### config.mk
export PLATFORM = sky130hd
export DESIGN_NAME = touch_gesture_classifier_flat
export DESIGN_NICKNAME = d
export VERILOG_FILES = /design/src/hdl/gtc_pkg.sv /design/src/hdl/gtc_event_if.sv /design/src/hdl/gtc_result_if.sv /design/src/hdl/gtc_regs.sv /design/src/hdl/gtc_engine.sv /design/src/hdl/touch_gesture_classifier.sv /design/src/flat_wrapper.sv
export SDC_FILE = /design/constraint.sdc
export NUM_CORES = 1
export LEC_CHECK = 0
export BUFFER_PORTS_ARGS = -buffer_cell sky130_fd_sc_hd__clkbuf_2
export CAP_MARGIN = 20
export CORE_MARGIN = 2
export CORE_UTILIZATION = 45
export DETAILED_ROUTE_END_ITERATION = 10
export SYNTH_ARGS = -nofsm -noshare
export SYNTH_HDL_FRONTEND = slang
export SYNTH_SLANG_ARGS = --single-unit
export TNS_END_PERCENT = 100
### constraint.sdc
create_clock -name clk -period 5.4 [get_ports clk]
set_input_delay 0.27 -clock clk [delete_from_list [all_inputs] [get_ports clk]]
set_output_delay 0.27 -clock clk [all_outputs]
set_load 0.01 [all_outputs]
### src/hdl/gtc_pkg.sv
// Shared types, codes and constants for the touch gesture classifier.
package gtc_pkg;

  localparam int COORD_BITS_DEF = 12;
  localparam int OP_W           = 3;
  localparam int GESTURE_W      = 3;
  localparam int STATUS_W       = 4;
  localparam int TICK_W         = 14;
  localparam int SWIPE_W        = 12;
  localparam int DATA_W         = 32;
  localparam int ADDR_W         = 4;

  localparam logic [TICK_W-1:0]   TICK_LIMIT   = 14'd10000;
  localparam logic [STATUS_W-1:0] STATUS_LIMIT = 4'd10;
  localparam logic [STATUS_W-1:0] STATUS_ARM   = 4'd1;

  localparam logic [SWIPE_W-1:0] SWIPE_RST = 12'd10;
  localparam logic [TICK_W-1:0]  TAP_RST   = 14'd30;
  localparam logic [TICK_W-1:0]  HOLD_RST  = 14'd150;

  // register index, taken from paddr[3:2]
  localparam logic [1:0] REG_SWIPE = 2'd0;
  localparam logic [1:0] REG_TAP   = 2'd1;
  localparam logic [1:0] REG_HOLD  = 2'd2;

  typedef enum logic [OP_W-1:0] {
    OP_ARM  = 3'd0,
    OP_TICK = 3'd1,
    OP_DOWN = 3'd2,
    OP_UP   = 3'd3,
    OP_EVAL = 3'd4
  } op_t;

  typedef enum logic [GESTURE_W-1:0] {
    G_TAP   = 3'd0,
    G_LEFT  = 3'd1,
    G_RIGHT = 3'd2,
    G_UP    = 3'd3,
    G_DOWN  = 3'd4,
    G_LONG  = 3'd5
  } gesture_t;

  typedef struct packed {
    logic [SWIPE_W-1:0] swipe_min_distance;
    logic [TICK_W-1:0]  tap_max_ticks;
    logic [TICK_W-1:0]  hold_min_ticks;
  } cfg_t;

endpackage

### src/hdl/gtc_event_if.sv
// Event channel: valid/ready with one touch event word.
interface gtc_event_if #(
  parameter int COORD_BITS = gtc_pkg::COORD_BITS_DEF
);
  logic                     valid;
  logic                     ready;
  logic [gtc_pkg::OP_W-1:0] operation;
  logic [COORD_BITS-1:0]    x_coord;
  logic [COORD_BITS-1:0]    y_coord;

  modport source (output valid, operation, x_coord, y_coord, input ready);
  modport sink (input valid, operation, x_coord, y_coord, output ready);
endinterface

### src/hdl/gtc_result_if.sv
// Result channel: valid/ready with one classification word.
interface gtc_result_if #(
  parameter int COORD_BITS = gtc_pkg::COORD_BITS_DEF
);
  logic                          valid;
  logic                          ready;
  logic                          gesture_valid;
  logic [gtc_pkg::GESTURE_W-1:0] gesture;
  logic [COORD_BITS-1:0]         origin_x;
  logic [COORD_BITS-1:0]         origin_y;
  logic [gtc_pkg::STATUS_W-1:0]  press_status;

  modport source (output valid, gesture_valid, gesture, origin_x, origin_y, press_status,
                  input ready);
  modport sink (input valid, gesture_valid, gesture, origin_x, origin_y, press_status,
                output ready);
endinterface

### src/hdl/gtc_regs.sv
// APB threshold registers.
module gtc_regs (
  input  logic                       clk,
  input  logic                       rst,
  input  logic                       psel,
  input  logic                       penable,
  input  logic                       pwrite,
  input  logic [gtc_pkg::ADDR_W-1:0] paddr,
  input  logic [gtc_pkg::DATA_W-1:0] pwdata,
  output logic [gtc_pkg::DATA_W-1:0] prdata,
  output logic                       pready,
  output gtc_pkg::cfg_t              cfg
);
  import gtc_pkg::*;

  logic       wr;
  logic [1:0] idx;

  assign pready = 1'b1;
  assign wr     = psel && penable && pwrite && pready;
  assign idx    = paddr[3:2];

  always_ff @(posedge clk) begin
    if (rst) begin
      cfg.swipe_min_distance <= SWIPE_RST;
      cfg.tap_max_ticks      <= TAP_RST;
      cfg.hold_min_ticks     <= HOLD_RST;
    end else if (wr) begin
      case (idx)
        REG_SWIPE: cfg.swipe_min_distance <= pwdata[SWIPE_W-1:0];
        REG_TAP:   cfg.tap_max_ticks      <= pwdata[TICK_W-1:0];
        REG_HOLD:  cfg.hold_min_ticks     <= pwdata[TICK_W-1:0];
        default: ;
      endcase
    end
  end

  always_comb begin
    case (idx)
      REG_SWIPE: prdata = DATA_W'(cfg.swipe_min_distance);
      REG_TAP:   prdata = DATA_W'(cfg.tap_max_ticks);
      REG_HOLD:  prdata = DATA_W'(cfg.hold_min_ticks);
      default:   prdata = '0;
    endcase
  end

endmodule

### src/hdl/gtc_engine.sv
// Contact state registers, their update and the gesture decision.
module gtc_engine #(
  parameter int COORD_BITS = gtc_pkg::COORD_BITS_DEF
) (
  input  logic                          clk,
  input  logic                          rst,
  input  gtc_pkg::cfg_t                 cfg,
  input  logic                          step,
  input  gtc_pkg::op_t                  op,
  input  logic [COORD_BITS-1:0]         x,
  input  logic [COORD_BITS-1:0]         y,
  output logic                          gesture_valid,
  output logic [gtc_pkg::GESTURE_W-1:0] gesture,
  output logic [COORD_BITS-1:0]         origin_x,
  output logic [COORD_BITS-1:0]         origin_y,
  output logic [gtc_pkg::STATUS_W-1:0]  press_status
);
  import gtc_pkg::*;

  localparam int CMP_W = (COORD_BITS > SWIPE_W) ? COORD_BITS : SWIPE_W;

  logic [STATUS_W-1:0]   status, status_next;
  logic [TICK_W-1:0]     ticks, ticks_next;
  logic [COORD_BITS-1:0] down_x, down_x_next, down_y, down_y_next;
  logic [COORD_BITS-1:0] up_x, up_x_next, up_y, up_y_next;

  logic [COORD_BITS-1:0] dx, dy;
  logic [CMP_W-1:0]      dx_w, dy_w, swipe_w;
  logic                  found;
  gesture_t              g;

  always_comb begin
    status_next = status;
    ticks_next  = ticks;
    down_x_next = down_x;
    down_y_next = down_y;
    up_x_next   = up_x;
    up_y_next   = up_y;
    case (op)
      OP_ARM: begin
        status_next = STATUS_ARM;
        ticks_next  = '0;
        down_x_next = '0;
        down_y_next = '0;
        up_x_next   = '0;
        up_y_next   = '0;
      end
      OP_TICK: begin
        ticks_next = (ticks >= TICK_LIMIT) ? TICK_LIMIT : ticks + 1'b1;
      end
      OP_DOWN: begin
        status_next = (status >= STATUS_LIMIT - 1'b1) ? STATUS_LIMIT : status + 1'b1;
        down_x_next = x;
        down_y_next = y;
      end
      OP_UP: begin
        up_x_next = x;
        up_y_next = y;
      end
      OP_EVAL: status_next = '0;
      default: ;
    endcase
  end

  always_ff @(posedge clk) begin
    if (rst) begin
      status <= '0;
      ticks  <= '0;
      down_x <= '0;
      down_y <= '0;
      up_x   <= '0;
      up_y   <= '0;
    end else if (step) begin
      status <= status_next;
      ticks  <= ticks_next;
      down_x <= down_x_next;
      down_y <= down_y_next;
      up_x   <= up_x_next;
      up_y   <= up_y_next;
    end
  end

  // evaluate leaves the points and ticks untouched, so decide on the current state
  assign dx      = (down_x > up_x) ? down_x - up_x : up_x - down_x;
  assign dy      = (down_y > up_y) ? down_y - up_y : up_y - down_y;
  assign dx_w    = CMP_W'(dx);
  assign dy_w    = CMP_W'(dy);
  assign swipe_w = CMP_W'(cfg.swipe_min_distance);

  always_comb begin
    found = 1'b0;
    g     = G_TAP;
    priority if (up_x == '0 && up_y == '0 && down_x != '0 && down_y != '0) begin
      found = 1'b1;
    end else if (dx_w > dy_w && dx_w > swipe_w) begin
      found = 1'b1;
      g     = (down_x > up_x) ? G_LEFT : G_RIGHT;
    end else if (dx_w <= dy_w && dy_w > swipe_w) begin
      found = 1'b1;
      g     = (down_y > up_y) ? G_UP : G_DOWN;
    end else if (ticks < cfg.tap_max_ticks) begin
      found = ((down_x | down_y | up_x | up_y) != '0);
    end else if (ticks > cfg.hold_min_ticks) begin
      found = !(down_x != '0 && down_y != '0 && up_x != '0 && up_y != '0);
      g     = G_LONG;
    end else begin
      found = 1'b0;
    end
  end

  assign gesture_valid = (op == OP_EVAL) && found;
  assign gesture       = gesture_valid ? g : G_TAP;
  assign origin_x      = gesture_valid ? down_x : '0;
  assign origin_y      = gesture_valid ? down_y : '0;
  assign press_status  = status_next;

endmodule

### src/hdl/touch_gesture_classifier.sv
// Touch gesture classifier: one event word in, one result word out.
// An accepted event word passes through the input register and then the result register.
// Throughput: one event word per cycle; input stalls only while the input register
// and the result register are both full and the result word is held.
// Reset (synchronous, rst high): contact state cleared, thresholds to defaults,
// both pipeline registers empty.
module touch_gesture_classifier #(
  parameter int COORD_BITS = gtc_pkg::COORD_BITS_DEF
) (
  input  logic                       clk,
  input  logic                       rst,
  gtc_event_if.sink                  evt,
  gtc_result_if.source               res,
  input  logic                       psel,
  input  logic                       penable,
  input  logic                       pwrite,
  input  logic [gtc_pkg::ADDR_W-1:0] paddr,
  input  logic [gtc_pkg::DATA_W-1:0] pwdata,
  output logic [gtc_pkg::DATA_W-1:0] prdata,
  output logic                       pready
);
  import gtc_pkg::*;

  cfg_t cfg;

  // input register
  logic                  in_valid;
  op_t                   in_op;
  logic [COORD_BITS-1:0] in_x, in_y;

  // result register
  logic                  out_valid;
  logic                  out_gvalid;
  logic [GESTURE_W-1:0]  out_gesture;
  logic [COORD_BITS-1:0] out_ox, out_oy;
  logic [STATUS_W-1:0]   out_status;

  logic                  advance, step;
  logic                  c_gvalid;
  logic [GESTURE_W-1:0]  c_gesture;
  logic [COORD_BITS-1:0] c_ox, c_oy;
  logic [STATUS_W-1:0]   c_status;

  assign advance   = !out_valid || res.ready;
  assign step      = in_valid && advance;
  assign evt.ready = !in_valid || advance;

  always_ff @(posedge clk) begin
    if (rst) begin
      in_valid <= 1'b0;
    end else if (evt.ready) begin
      in_valid <= evt.valid;
    end
    if (evt.valid && evt.ready) begin
      in_op <= op_t'(evt.operation);
      in_x  <= evt.x_coord;
      in_y  <= evt.y_coord;
    end
  end

  gtc_regs u_regs (
    .clk     (clk),
    .rst     (rst),
    .psel    (psel),
    .penable (penable),
    .pwrite  (pwrite),
    .paddr   (paddr),
    .pwdata  (pwdata),
    .prdata  (prdata),
    .pready  (pready),
    .cfg     (cfg)
  );

  gtc_engine #(
    .COORD_BITS (COORD_BITS)
  ) u_engine (
    .clk           (clk),
    .rst           (rst),
    .cfg           (cfg),
    .step          (step),
    .op            (in_op),
    .x             (in_x),
    .y             (in_y),
    .gesture_valid (c_gvalid),
    .gesture       (c_gesture),
    .origin_x      (c_ox),
    .origin_y      (c_oy),
    .press_status  (c_status)
  );

  always_ff @(posedge clk) begin
    if (rst) begin
      out_valid <= 1'b0;
    end else if (advance) begin
      out_valid <= in_valid;
    end
    if (step) begin
      out_gvalid  <= c_gvalid;
      out_gesture <= c_gesture;
      out_ox      <= c_ox;
      out_oy      <= c_oy;
      out_status  <= c_status;
    end
  end

  assign res.valid         = out_valid;
  assign res.gesture_valid = out_gvalid;
  assign res.gesture       = out_gesture;
  assign res.origin_x      = out_ox;
  assign res.origin_y      = out_oy;
  assign res.press_status  = out_status;

endmodule

### src/flat_wrapper.sv
// flat-port wrapper written by rule: the top's interface ports become plain ports
module touch_gesture_classifier_flat import gtc_pkg::*;
#(
  parameter int COORD_BITS = gtc_pkg::COORD_BITS_DEF
)
  (clk, rst, psel, penable, pwrite, paddr, pwdata, prdata, pready, evt_valid, evt_operation, evt_x_coord, evt_y_coord, evt_ready, res_valid, res_gesture_valid, res_gesture, res_origin_x, res_origin_y, res_press_status, res_ready);
  gtc_event_if #(.COORD_BITS(COORD_BITS)) evt_i ();
  gtc_result_if #(.COORD_BITS(COORD_BITS)) res_i ();
  input  logic clk;
  input  logic rst;
  input  logic psel;
  input  logic penable;
  input  logic pwrite;
  input  logic [gtc_pkg::ADDR_W-1:0] paddr;
  input  logic [gtc_pkg::DATA_W-1:0] pwdata;
  output logic [gtc_pkg::DATA_W-1:0] prdata;
  output logic pready;
  input wire logic [$bits(evt_i.valid)-1:0] evt_valid;
  input wire logic [$bits(evt_i.operation)-1:0] evt_operation;
  input wire logic [$bits(evt_i.x_coord)-1:0] evt_x_coord;
  input wire logic [$bits(evt_i.y_coord)-1:0] evt_y_coord;
  output wire logic [$bits(evt_i.ready)-1:0] evt_ready;
  output wire logic [$bits(res_i.valid)-1:0] res_valid;
  output wire logic [$bits(res_i.gesture_valid)-1:0] res_gesture_valid;
  output wire logic [$bits(res_i.gesture)-1:0] res_gesture;
  output wire logic [$bits(res_i.origin_x)-1:0] res_origin_x;
  output wire logic [$bits(res_i.origin_y)-1:0] res_origin_y;
  output wire logic [$bits(res_i.press_status)-1:0] res_press_status;
  input wire logic [$bits(res_i.ready)-1:0] res_ready;
  assign evt_i.valid = evt_valid;
  assign evt_i.operation = evt_operation;
  assign evt_i.x_coord = evt_x_coord;
  assign evt_i.y_coord = evt_y_coord;
  assign evt_ready = evt_i.ready;
  assign res_valid = res_i.valid;
  assign res_gesture_valid = res_i.gesture_valid;
  assign res_gesture = res_i.gesture;
  assign res_origin_x = res_i.origin_x;
  assign res_origin_y = res_i.origin_y;
  assign res_press_status = res_i.press_status;
  assign res_i.ready = res_ready;
  touch_gesture_classifier #(.COORD_BITS(COORD_BITS)) u_core (.clk(clk), .rst(rst), .evt(evt_i), .res(res_i), .psel(psel), .penable(penable), .pwrite(pwrite), .paddr(paddr), .pwdata(pwdata), .prdata(prdata), .pready(pready));
endmodule
==> results of run 1 <==
layout make-up:
| class | instances | area, µm² | share of cell area |
|---|---|---|---|
| Clock inverter | 15 | 156.4 | 0.01296 |
| Multi-Input combinational cell | 869 | 5872 | 0.4867 |
| Clock buffer | 17 | 425.4 | 0.03526 |
| Tap cell | 285 | 356.6 | 0.02956 |
| Inverter | 110 | 412.9 | 0.03423 |
| Timing Repair Buffer | 145 | 907.1 | 0.07519 |
| Sequential cell | 167 | 3934 | 0.3261 |
registers in the layout, indices dropped and copies added (netlist names):
signal and cells:
u_core.res.origin_x 12, u_core.u_engine.up_x 12, u_core.u_engine.status 4, u_core.in_y 12
u_core.u_engine.down_y 12, u_core.res.gesture 3, u_core.in_valid 1, u_core.res.press_status 4
u_core.res.origin_y 12, u_core.u_regs.cfg 40, u_core.u_engine.down_x 12, u_core.u_engine.up_y 12
u_core.in_op 3, u_core.in_x 12, u_core.res.gesture_valid 1, u_core.u_engine.ticks 14
u_core.res.valid 1
placed cells by master, fill, tap and decap left out, types with 22 or more instances in the layout:
cell / netlist / routed
nand2_1: 134 / 134
a21oi_1: 116 / 114
ha_1: 114 / 112
inv_1: 110 / 110
dfxtp_1: 108 / 108
clkbuf_2: 0 / 96
nor2_1: 85 / 85
edfxtp_1: 59 / 59
nand3_1: 46 / 46
o21ai_0: 42 / 41
and2_1: 28 / 28
buf_4: 22 / 26
a22oi_1: 25 / 25
mux2i_1: 25 / 24
dlygate4sd3_1: 0 / 22
worst max-delay path, cell delays in order, from the launching register on:
cell	delay [ps]
dfxtp_1	330
inv_1	40
ha_1	210
inv_1	90
fa_2	240
a211oi_2	80
o211ai_1	220
nand3_1	160
a21boi_4	280
mux2_2	380
and3_1	200
o31a_1	230
nor4_1	200
buf_4	190
ha_1	260
a21oi_2	140
o21ai_1	100
a2111oi_2	330
a21oi_1	150
o211a_1	200
nor4_2	300
a21oi_2	90
buf_4	200
and4bb_2	240
path summary, 6_finish.rpt:
kind | from | endpoint | slack [ps] | cells after the start
max | u_core.u_engine.down_x[0]$_SDFFE_PP0P_ | u_core.res.gesture[0]$_SDFFCE_PP0P_ | 290 | 23
min | evt_y_coord[2] | u_core.in_y[2]$_DFFE_PP_ | 10 | 1
max reg2reg | u_core.u_engine.down_x[0]$_SDFFE_PP0P_ | u_core.res.gesture[0]$_SDFFCE_PP0P_ | 290 | 23
min reg2reg | u_core.u_regs.cfg[35]$_SDFFE_PP0P_ | u_core.u_regs.cfg[35]$_SDFFE_PP0P_ | 470 | 2
logic make-up (layout without fill, tap and decap cells):
logic type	count (synthesis)	count (layout)	share of synthesized area
other	2	19	0.0007182
AO/OA/AOI/OAI	287	287	0.1779
adder cells (fa/ha/maj)	118	118	0.1441
multiplexers	31	31	0.03039
buffers and inverters	176	287	0.07407
AND/OR/NAND/NOR	392	392	0.1782
XOR/XNOR	22	22	0.01843
flip-flops	167	167	0.3762
cell usage after synthesis (all sizes together), types with 16 or more instances:
cell type	number	area [µm²]
nand2	134	503.0
a21oi	117	589.3
ha	114	1426
inv	110	412.9
dfxtp	108	2162
nor2	85	319.1
edfxtp	59	1772
o21ai	47	246.5
nand3	46	230.2
clkbuf	38	142.6
and2	28	175.2
buf	28	219.0
a22oi	25	187.7
mux2i	25	250.2
a21o	21	157.7
nor4	18	118.9
nand4	16	100.1
nor3	16	80.08
metal layers:
layer	vias to the layer above	part of all wire	wire, µm
met1	4157	0.50	13200
met3	13	0.037	973
met2	166	0.46	12090
li1	4404	-	-
met4	0	0.0079	209
met5	-	0	0
power groups by stage:
stage                     logic [W]  clock network (W)  registers [W]
after CTS                  0.000628            0.00123        0.00136
after detailed placement   0.000613                  0        0.00139
after global routing       0.000751            0.00129        0.00136
after global placement     0.000606                  0        0.00139
final                      0.000675            0.00121        0.00136
after floorplan            0.000471                  0        0.00138
stage by stage:
| step | cell area (µm²) | hold slack [ps] | cells |
|---|---|---|---|
| 2_1_floorplan | 10520 | 368.9 | 1212 |
| 3_3_place_gp | 11200 | 447.1 | 1551 |
| 5_1_grt | 12060 | 1.413 | 1608 |
| 3_5_place_dp | 11200 | 448.6 | 1551 |
| 4_1_cts | 11980 | 0.8981 | 1603 |
| 6_report | 12060 | 13.02 | 1608 |
repair_timing:
item | 4_1_cts | 5_1_grt
endpoints found under the hold margin | 20 | 2
setup buffers | 0 | 3
setup endpoints to repair | 0 | 27
gates resized for setup | 0 | 12
hold buffers | 20 | 2
==> reports/results.txt, run 1 <==
Run status -> finished clean
CTS tree -> yes
Die H -> 156.4 µm
M2 GR Usage -> 0.3526
Final worst setup slack -> 287.8 ps
Setup TNS -> 0 ps
Min-delay worst type -> in -> reg
Post-synth EDFFs -> 59
Die Wd -> 156.4 µm
Period minus WS final -> 5112 ps
First-pass GRT wire length -> 42750 µm
TritonCTS Buffers -> 17
Arr. time, crit path -> 5300 ps
Largest net degree at the start of global routing -> 75
Internal Pwr Total -> 0.002245 W
Row count -> 55
Die area -> 0.02447 mm²
WL/cell -> 16.46 µm
Clk Latency, worst-skew pair -> 440 ps
Fin crit share -> 0.9467
Post-route ant nets -> 0
Met3 GRT Util -> 0.03323
Core area -> 0.02271 mm²
PnR Total Power -> 0.003243 W
DRT Pass-1 Iters -> 5
F_max -> 195.6 MHz
DRC Markers -> 0
I/O Buffers -> 97
Post-Syn Area -> 0.01046 mm²
Leakage -> 4.939 nW
Final nets -> 1498
H-tree depth -> 4
Worst Setup Start Kind -> register
Worst-Margin Slew -> 920.3 ps
Worst VDD drop -> 0.2198 mV
CTS clk-pin slew, worst paths -> 70 ps
Switching pwr -> 0.0009975 W
Post-synthesis register bit count -> 167
GR Overflow Total -> 0
Seq pwr share -> 0.419
# IOs -> 137
Nature of the critical path endpoint -> register
RSZ-0062 raised after global routing -> false
Initial antenna violation count -> 0
Fill cells -> 2103
Synth unique cells -> 65
Post-synthesis area per instance -> 8.750 µm²
Met1 Use GR -> 0.3199
Starting Density -> 0.4604
Required @ worst endpoint -> 5590 ps
Final Slew Violations -> 0
Warnings, synthesis -> 0
Hold Vio Cnt, Final -> 0
Clk network pwr share -> 0.373
GP Congestion -> 0.9107
DR vias/cell -> 5.435
Ys async rst share -> 0
Final wirelength -> 26470 µm
Post-synth top flop -> dfxtp_1
Root buffer cell -> clkbuf_16
Routed vias -> 8740
Power per cell area -> 268.8 mW/mm²
Vias in the first global route -> 8205
Gate Count Post-Synth -> 1195
CTS Sinks -> 167
Slew headroom -> 0.3850
Max cap viols -> 0
Combinational power share -> 0.208
DP Worst Slack -> 169.7 ps
Post-synthesis sequential area ratio -> 0.3762
Most Crowded Layer GR -> met2
DP HPWL -> 19780 µm
Clock Skews -> 17.41 ps
Antenna cell count -> 0
All-layer global routing usage -> 0.2214
Area grow syn2layout -> 15.38%
Crit Path Max Fanout -> 17
Setup CP Type -> reg -> reg
Final Core Density -> 0.5312
Switching portion of total power -> 0.3076
Max Buffers Root-to-Sink -> 2
# setup viols final -> 0
Iter 0 DRT Violations -> 602
Share of post-route cells with drive strength above 1 -> 0.1413
Note: power is estimated with default switching activity, not from simulation.
==> inputs of run 2 (changes only) <==
--- a/config.mk
+++ b/config.mk
@@ -5,6 +5,7 @@
 export SDC_FILE = /design/constraint.sdc
 export NUM_CORES = 1
 export LEC_CHECK = 0
+export ABC_AREA = 1
 export BUFFER_PORTS_ARGS = -buffer_cell sky130_fd_sc_hd__clkbuf_2
 export CAP_MARGIN = 20
 export CORE_MARGIN = 2
==> run 2 against run 1 <==
First-iteration DRC count increased by 23%. Clock-buffer cell count unchanged. Via count increased by 9.6%. Setup slack improved by 590 ps. Hold slack improved by 1.2 ps. Final cell count increased by 17%. Register-to-register slack improved by 590 ps. Routed wire length increased by 9.7%. Synthesized cell count increased by 21%. Critical endpoint is now u_core.res.origin_y[4]$_SDFFCE_PN0P_.
==> reports/results.txt, run 2 <==
Area grow syn2layout -> 13.23%
Starting Density -> 0.4581
F_max -> 221.2 MHz
Largest net degree at the start of global routing -> 62
Worst hold slack -> 14.25 ps
GR Overflow Total -> 0
Vias in the first global route -> 9152
Period minus WS final -> 4521 ps
DR vias/cell -> 5.090
Post-synth top flop -> dfxtp_1
Die area -> 0.02596 mm²
Max cap viols -> 0
Slew headroom -> 0.3304
Yosys top cell area share -> 0.1946
Top post-synthesis cells by area -> dfxtp_1 19%, edfxtp_1 16%, ha_1 13%
WL/cell -> 15.43 µm
Most frequent cell after synthesis -> nand2_1
Die Wd -> 161.1 µm
Crit path buffers/inverters -> 4
Initial antenna violation count -> 0
Die H -> 161.1 µm
R2R setup slack -> 880 ps
DRC Markers -> 0
DRT Pass-1 Iters -> 7
Final Slew Violations -> 0
Routed vias -> 9579
GP Congestion -> 0.9198
Family with the most delay on the worst path -> simple AND/OR/NAND/NOR gates
Post-synthesis area per instance -> 7.693 µm²
Run status -> finished clean
Final nets -> 1733
Min-delay worst type -> in -> reg
Leakage -> 5.915 nW
Setup TNS -> 0 ps
Post-route ant nets -> 0
H-tree depth -> 4
CTS tree -> yes
Warnings, synthesis -> 0
CTS resizes -> 0
Core area -> 0.02425 mm²
Worst VDD drop -> 0.2158 mV
Worst-Margin Slew -> 1002 ps
RSZ-0062 raised after global routing -> false
Final Core Density -> 0.5187
Ys async rst share -> 0
I/O Buffers -> 97
Fill cells -> 2395
Setup CP Type -> reg -> reg
Commonest non-fill, non-tap cell in the layout -> nand2_1
Biggest register -> u_core.u_regs.cfg
All-layer global routing usage -> 0.2287
Clk Latency, worst-skew pair -> 440 ps
Arr. time, crit path -> 4690 ps
Required @ worst endpoint -> 5570 ps
Nature of the critical path endpoint -> register
DP HPWL -> 22070 µm
Row count -> 57
Post-synthesis register bit count -> 167
Crit-path max cell delay -> 560 ps
Power per cell area -> 300.9 mW/mm²
First-pass GRT wire length -> 47250 µm
Post-Syn Area -> 0.01111 mm²
Post-synthesis sequential area ratio -> 0.3541
Root buffer cell -> clkbuf_16
Worst Setup Start Kind -> register
Largest register FFs -> 40
Post-synth top cells -> 270 x nand2_1, 236 x inv_1, 133 x a21oi_1
Most frequent cells in the layout -> 270 x nand2_1, 236 x inv_1, 133 x a21oi_1, 114 x ha_1
Post-synth top area cell -> dfxtp_1
Most common cell on crit path -> nand2_1
Hold Vio Cnt, Final -> 0
Share of post-route cells with drive strength above 1 -> 0.1329
Fin crit share -> 0.8373
Gate Count Post-Synth -> 1444
Iter 0 DRT Violations -> 740
Clock Skews -> 14.77 ps
Placed cell count -> 1831
Synth unique cells -> 51
Max Buffers Root-to-Sink -> 2
CP max stage cell -> nand2_4
# IOs -> 137
Crit Path Max Fanout -> 25
Final wirelength -> 29040 µm
# setup viols final -> 0
CTS Sinks -> 167
Top flop regs -> u_core.u_regs.cfg: 40 flops, u_core.u_engine.ticks: 14 flops
TritonCTS Buffers -> 17
Antenna cell count -> 0
CTS clk-pin slew, worst paths -> 80 ps
Post-synth EDFFs -> 59
Post-Layout Cell Count -> 1882
-- run 2: worst paths after layout --
path	from	to	depth (start not counted)
setup / recovery	u_core.u_engine.down_x[0]$_SDFFE_PP0P_	u_core.res.origin_y[4]$_SDFFCE_PN0P_	28
hold / removal	evt_y_coord[11]	u_core.in_y[11]$_DFFE_PP_	1
setup reg to reg	u_core.u_engine.down_x[0]$_SDFFE_PP0P_	u_core.res.origin_y[4]$_SDFFCE_PN0P_	28
hold reg to reg	u_core.u_regs.cfg[5]$_SDFFE_PP0P_	u_core.u_regs.cfg[5]$_SDFFE_PP0P_	2
-- run 2: worst register-to-register path, delay by kind of cell (launching register included) --
kind                     cells  cell delay, ps
AO/OA/AOI/OAI                1             100
XOR/XNOR                     1             330
adder cells (fa/ha/maj)      3             980
buffers and inverters        4             380
flip-flops                   1             340
AND/OR/NAND/NOR             19            2130
-- run 2: power by group --
| part | total, W | internal, W | switching (W) | leakage, nW |
|---|---|---|---|---|
| Clock | 0.00124 | 0.000618 | 0.000618 | 0.286 |
| Combinational | 0.00118 | 0.000423 | 0.000760 | 4.18 |
| Sequential | 0.00137 | 0.00134 | 0.0000228 | 1.45 |
-- run 2: stage by stage --
| step | instance area, µm² | worst slack, ps | power, W |
|---|---|---|---|
| 6_report | 12580 | 878.6 | 0.003785 |
| 5_1_grt | 12580 | 520.7 | 0.004056 |
| 4_1_cts | 12560 | 927.3 | 0.003803 |
| 3_5_place_dp | 11810 | 951.6 | 0.002559 |
| 3_3_place_gp | 11750 | 1083 | 0.002528 |
| 2_1_floorplan | 11170 | 1914 | 0.002303 |
-- run 2: final cells by class --
type                            instances  area, µm²  area share
Multi-Input combinational cell        976       5909      0.4698
Sequential cell                       167       3934      0.3127
Clock buffer                           17      425.4     0.03382
Clock inverter                         15      157.7     0.01253
Timing Repair Buffer                  123      768.2     0.06108
Inverter                              260      978.4     0.07779
Tap cell                              324      405.4     0.03223
-- run 2: repair_timing --
action / CTS / global route
buffers inserted: 0 / 0
hold buffers: 17 / 2
endpoints found under the setup margin: 0 / 0
endpoints found under the hold margin: 17 / 2
-- run 2: cells by family after synthesis --
group	synth area share
AND/OR/NAND/NOR	0.2000
buffers and inverters	0.1196
AO/OA/AOI/OAI	0.1639
flip-flops	0.3541
adder cells (fa/ha/maj)	0.1356
XOR/XNOR	0.02602
other	0.0006761
-- run 2: routing by layer --
layer  wire length [µm]  track usage  up-vias
li1                   -            -     4897
met1              14690       0.3316     4430
met2              12670       0.3615      229
met3               1318      0.03159       23
met4                357      0.05519        0
met5                  0            0        -
==> inputs of run 3 (changes only) <==
--- a/config.mk
+++ b/config.mk
@@ -5,12 +5,13 @@
 export SDC_FILE = /design/constraint.sdc
 export NUM_CORES = 1
 export LEC_CHECK = 0
-export ABC_AREA = 1
+export ABC_AREA = 0
 export BUFFER_PORTS_ARGS = -buffer_cell sky130_fd_sc_hd__clkbuf_2
 export CAP_MARGIN = 20
 export CORE_MARGIN = 2
 export CORE_UTILIZATION = 45
 export DETAILED_ROUTE_END_ITERATION = 10
+export PLACE_DENSITY = 0.67
 export SYNTH_ARGS = -nofsm -noshare
 export SYNTH_HDL_FRONTEND = slang
 export SYNTH_SLANG_ARGS = --single-unit
==> constraint.sdc (replaced) <==
create_clock -name clk -period 4.15 [get_ports clk]
set_input_delay 0.2075 -clock clk [delete_from_list [all_inputs] [get_ports clk]]
set_output_delay 0.2075 -clock clk [all_outputs]
set_load 0.01 [all_outputs]
==> run 3 against run 2 <==
Sequential power increased by 28%. Hold slack improved by 0.55 ps. Via count increased by 0.40%. Critical path type unchanged. The run now ends with setup timing left.
==> reports/results.txt, run 3 (same netlist as run 1, synthesis figures left out) <==
First-pass GRT wire length -> 45970 µm
CTS Sinks -> 167
Run status -> finished with violations
Switching portion of total power -> 0.3078
CTS tree -> yes
DRT Pass-1 Iters -> 5
Family with the most delay on the worst path -> compound AO/OA/AOI/OAI gates
Final worst setup slack -> -584.3 ps
Clk Latency, worst-skew pair -> 430 ps
Final wirelength -> 28700 µm
Worst-Margin Slew -> 962.1 ps
Top flop regs -> u_core.u_regs.cfg: 40 flops, u_core.u_engine.ticks: 14 flops
Post-Layout Cell Count -> 1773
# setup viols final -> 28
Leakage -> 5.819 nW
Share of post-route cells with drive strength above 1 -> 0.2493
DR vias/cell -> 5.424
H-tree depth -> 4
Vias in the first global route -> 9242
CP max stage cell -> fa_2
Worst hold slack -> 14.81 ps
Clk network pwr share -> 0.346
Seq pwr share -> 0.392
Root buffer cell -> clkbuf_16
I/O Buffers -> 97
Crit path buffers/inverters -> 5
Post-route ant nets -> 0
Fill cells -> 1953
Die Wd -> 156.4 µm
GP Congestion -> 0.9391
Die area -> 0.02447 mm²
Core area -> 0.02271 mm²
Final Core Density -> 0.5958
Placed cell count -> 1693
Crit-path max cell delay -> 360 ps
DRC Markers -> 0
Worst VDD drop -> 0.2966 mV
Arr. time, crit path -> 5050 ps
# IOs -> 137
Clock Skews -> 14.09 ps
Final nets -> 1663
Switching pwr -> 0.001385 W
PnR Total Power -> 0.004500 W
F_max -> 211.2 MHz
Hold Vio Cnt, Final -> 0
Setup CP Type -> reg -> reg
Required @ worst endpoint -> 4460 ps
Max Buffers Root-to-Sink -> 2
WL/cell -> 16.19 µm
Routed vias -> 9617
Die H -> 156.4 µm
Min-delay worst type -> in -> reg
RSZ-0062 raised after global routing -> true
CTS clk-pin slew, worst paths -> 70 ps
Crit Path Max Fanout -> 8
Iter 0 DRT Violations -> 838
Combinational power share -> 0.262
Largest register FFs -> 40
Max cap viols -> 0
GR Overflow Total -> 0
Failing checks -> setup timing
Biggest register -> u_core.u_regs.cfg
Nature of the critical path endpoint -> register
Setup TNS -> -15520 ps
Internal Pwr Total -> 0.003115 W
Worst Setup Start Kind -> register
Most frequent cells in the layout -> 174 x buf_4, 133 x nand2_1, 113 x ha_1, 111 x a21oi_1, 107 x inv_1
Slew headroom -> 0.3570
Fin crit share -> 1.141
Final Slew Violations -> 0
TritonCTS Buffers -> 17
Antenna cell count -> 0
All-layer global routing usage -> 0.2364
Starting Density -> 0.4604
Largest net degree at the start of global routing -> 70
Most common cell on crit path -> a21oi_2
Critical Path, Cell by Cell -> inv_2 > ha_4 > inv_2 > fa_2 > a211oi_4 > o211ai_1 > nand3_1 > a21boi_4 > mux2_4 > and3_4 > o31a_1 > nor4_2 > ha_1 > a21oi_2 > o21ai_1 > a2111oi_2 > a21oi_2 > a311oi_2 > buf_4 > nor4_4 > a21oi_2 > buf_6 > buf_6 > and2_4
Initial antenna violation count -> 0
Power per cell area -> 332.6 mW/mm²
Row count -> 55
Area grow syn2layout -> 29.39%
Commonest non-fill, non-tap cell in the layout -> buf_4
DP HPWL -> 20970 µm
Period minus WS final -> 4734 ps
==> run 3: layout make-up <==
type                       instances  area (µm²)  share of cell area
clock inverter                    15       153.9             0.01138
inverter                         110       412.9             0.03052
tap                              285       356.6             0.02636
sequential                       167        3939              0.2911
timing repair buffer             310        2205              0.1630
multi-input combinational        869        6037              0.4462
clock buffer                      17       425.4             0.03144
==> run 3: worst min-delay path, cell delays in order <==
cell	delay, ps
clkbuf_2	90
nand2_1	50
a21oi_1	50
==> run 3: power by group through the flow <==
stage                     registers, W  logic [W]  clock network (W)
after floorplan                0.00180   0.000621                  0
after global placement         0.00180   0.000917                  0
after detailed placement       0.00180   0.000939                  0
after CTS                      0.00176    0.00107            0.00158
after global routing           0.00177    0.00129            0.00165
final                          0.00176    0.00118            0.00156
==> run 3: worst paths after layout <==
| check | from | to | slack (ps) | cells after the start |
|---|---|---|---|---|
| setup / recovery | u_core.u_engine.down_x[0]$_SDFFE_PP0P_ | u_core.res.origin_y[7]$_SDFFCE_PN0P_ | -580 | 24 |
| hold / removal | pwdata[12] | u_core.u_regs.cfg[12]$_SDFFE_PP0P_ | 10 | 3 |
| setup reg to reg | u_core.u_engine.down_x[0]$_SDFFE_PP0P_ | u_core.res.origin_y[7]$_SDFFCE_PN0P_ | -580 | 24 |
| hold reg to reg | u_core.u_regs.cfg[9]$_SDFFE_PP0P_ | u_core.u_regs.cfg[9]$_SDFFE_PP0P_ | 470 | 2 |
==> run 3: repair_timing <==
item,in CTS,in global routing
resized for setup,20,33
hold endpoints to repair,30,0
buffers inserted,10,9
hold buffers,29,0
pin swaps,22,14
cloned,1,0
setup endpoints to repair,28,28
==> run 3: layer usage <==
metal	track usage	up-vias	wire length (µm)
met5	0	-	0
met4	0.07121	0	518
met3	0.04292	33	1709
met2	0.3831	295	13440
met1	0.3223	4562	13030
li1	-	4727	-
==> run 3: stage by stage <==
stage,setup WS (ps),instance area [µm²]
final,-584.3,13530
after global routing,-815.4,13530
after CTS,-519.6,13330
after detailed placement,-708.6,12300
after global placement,-552.9,12290
after floorplan,-326.4,10560
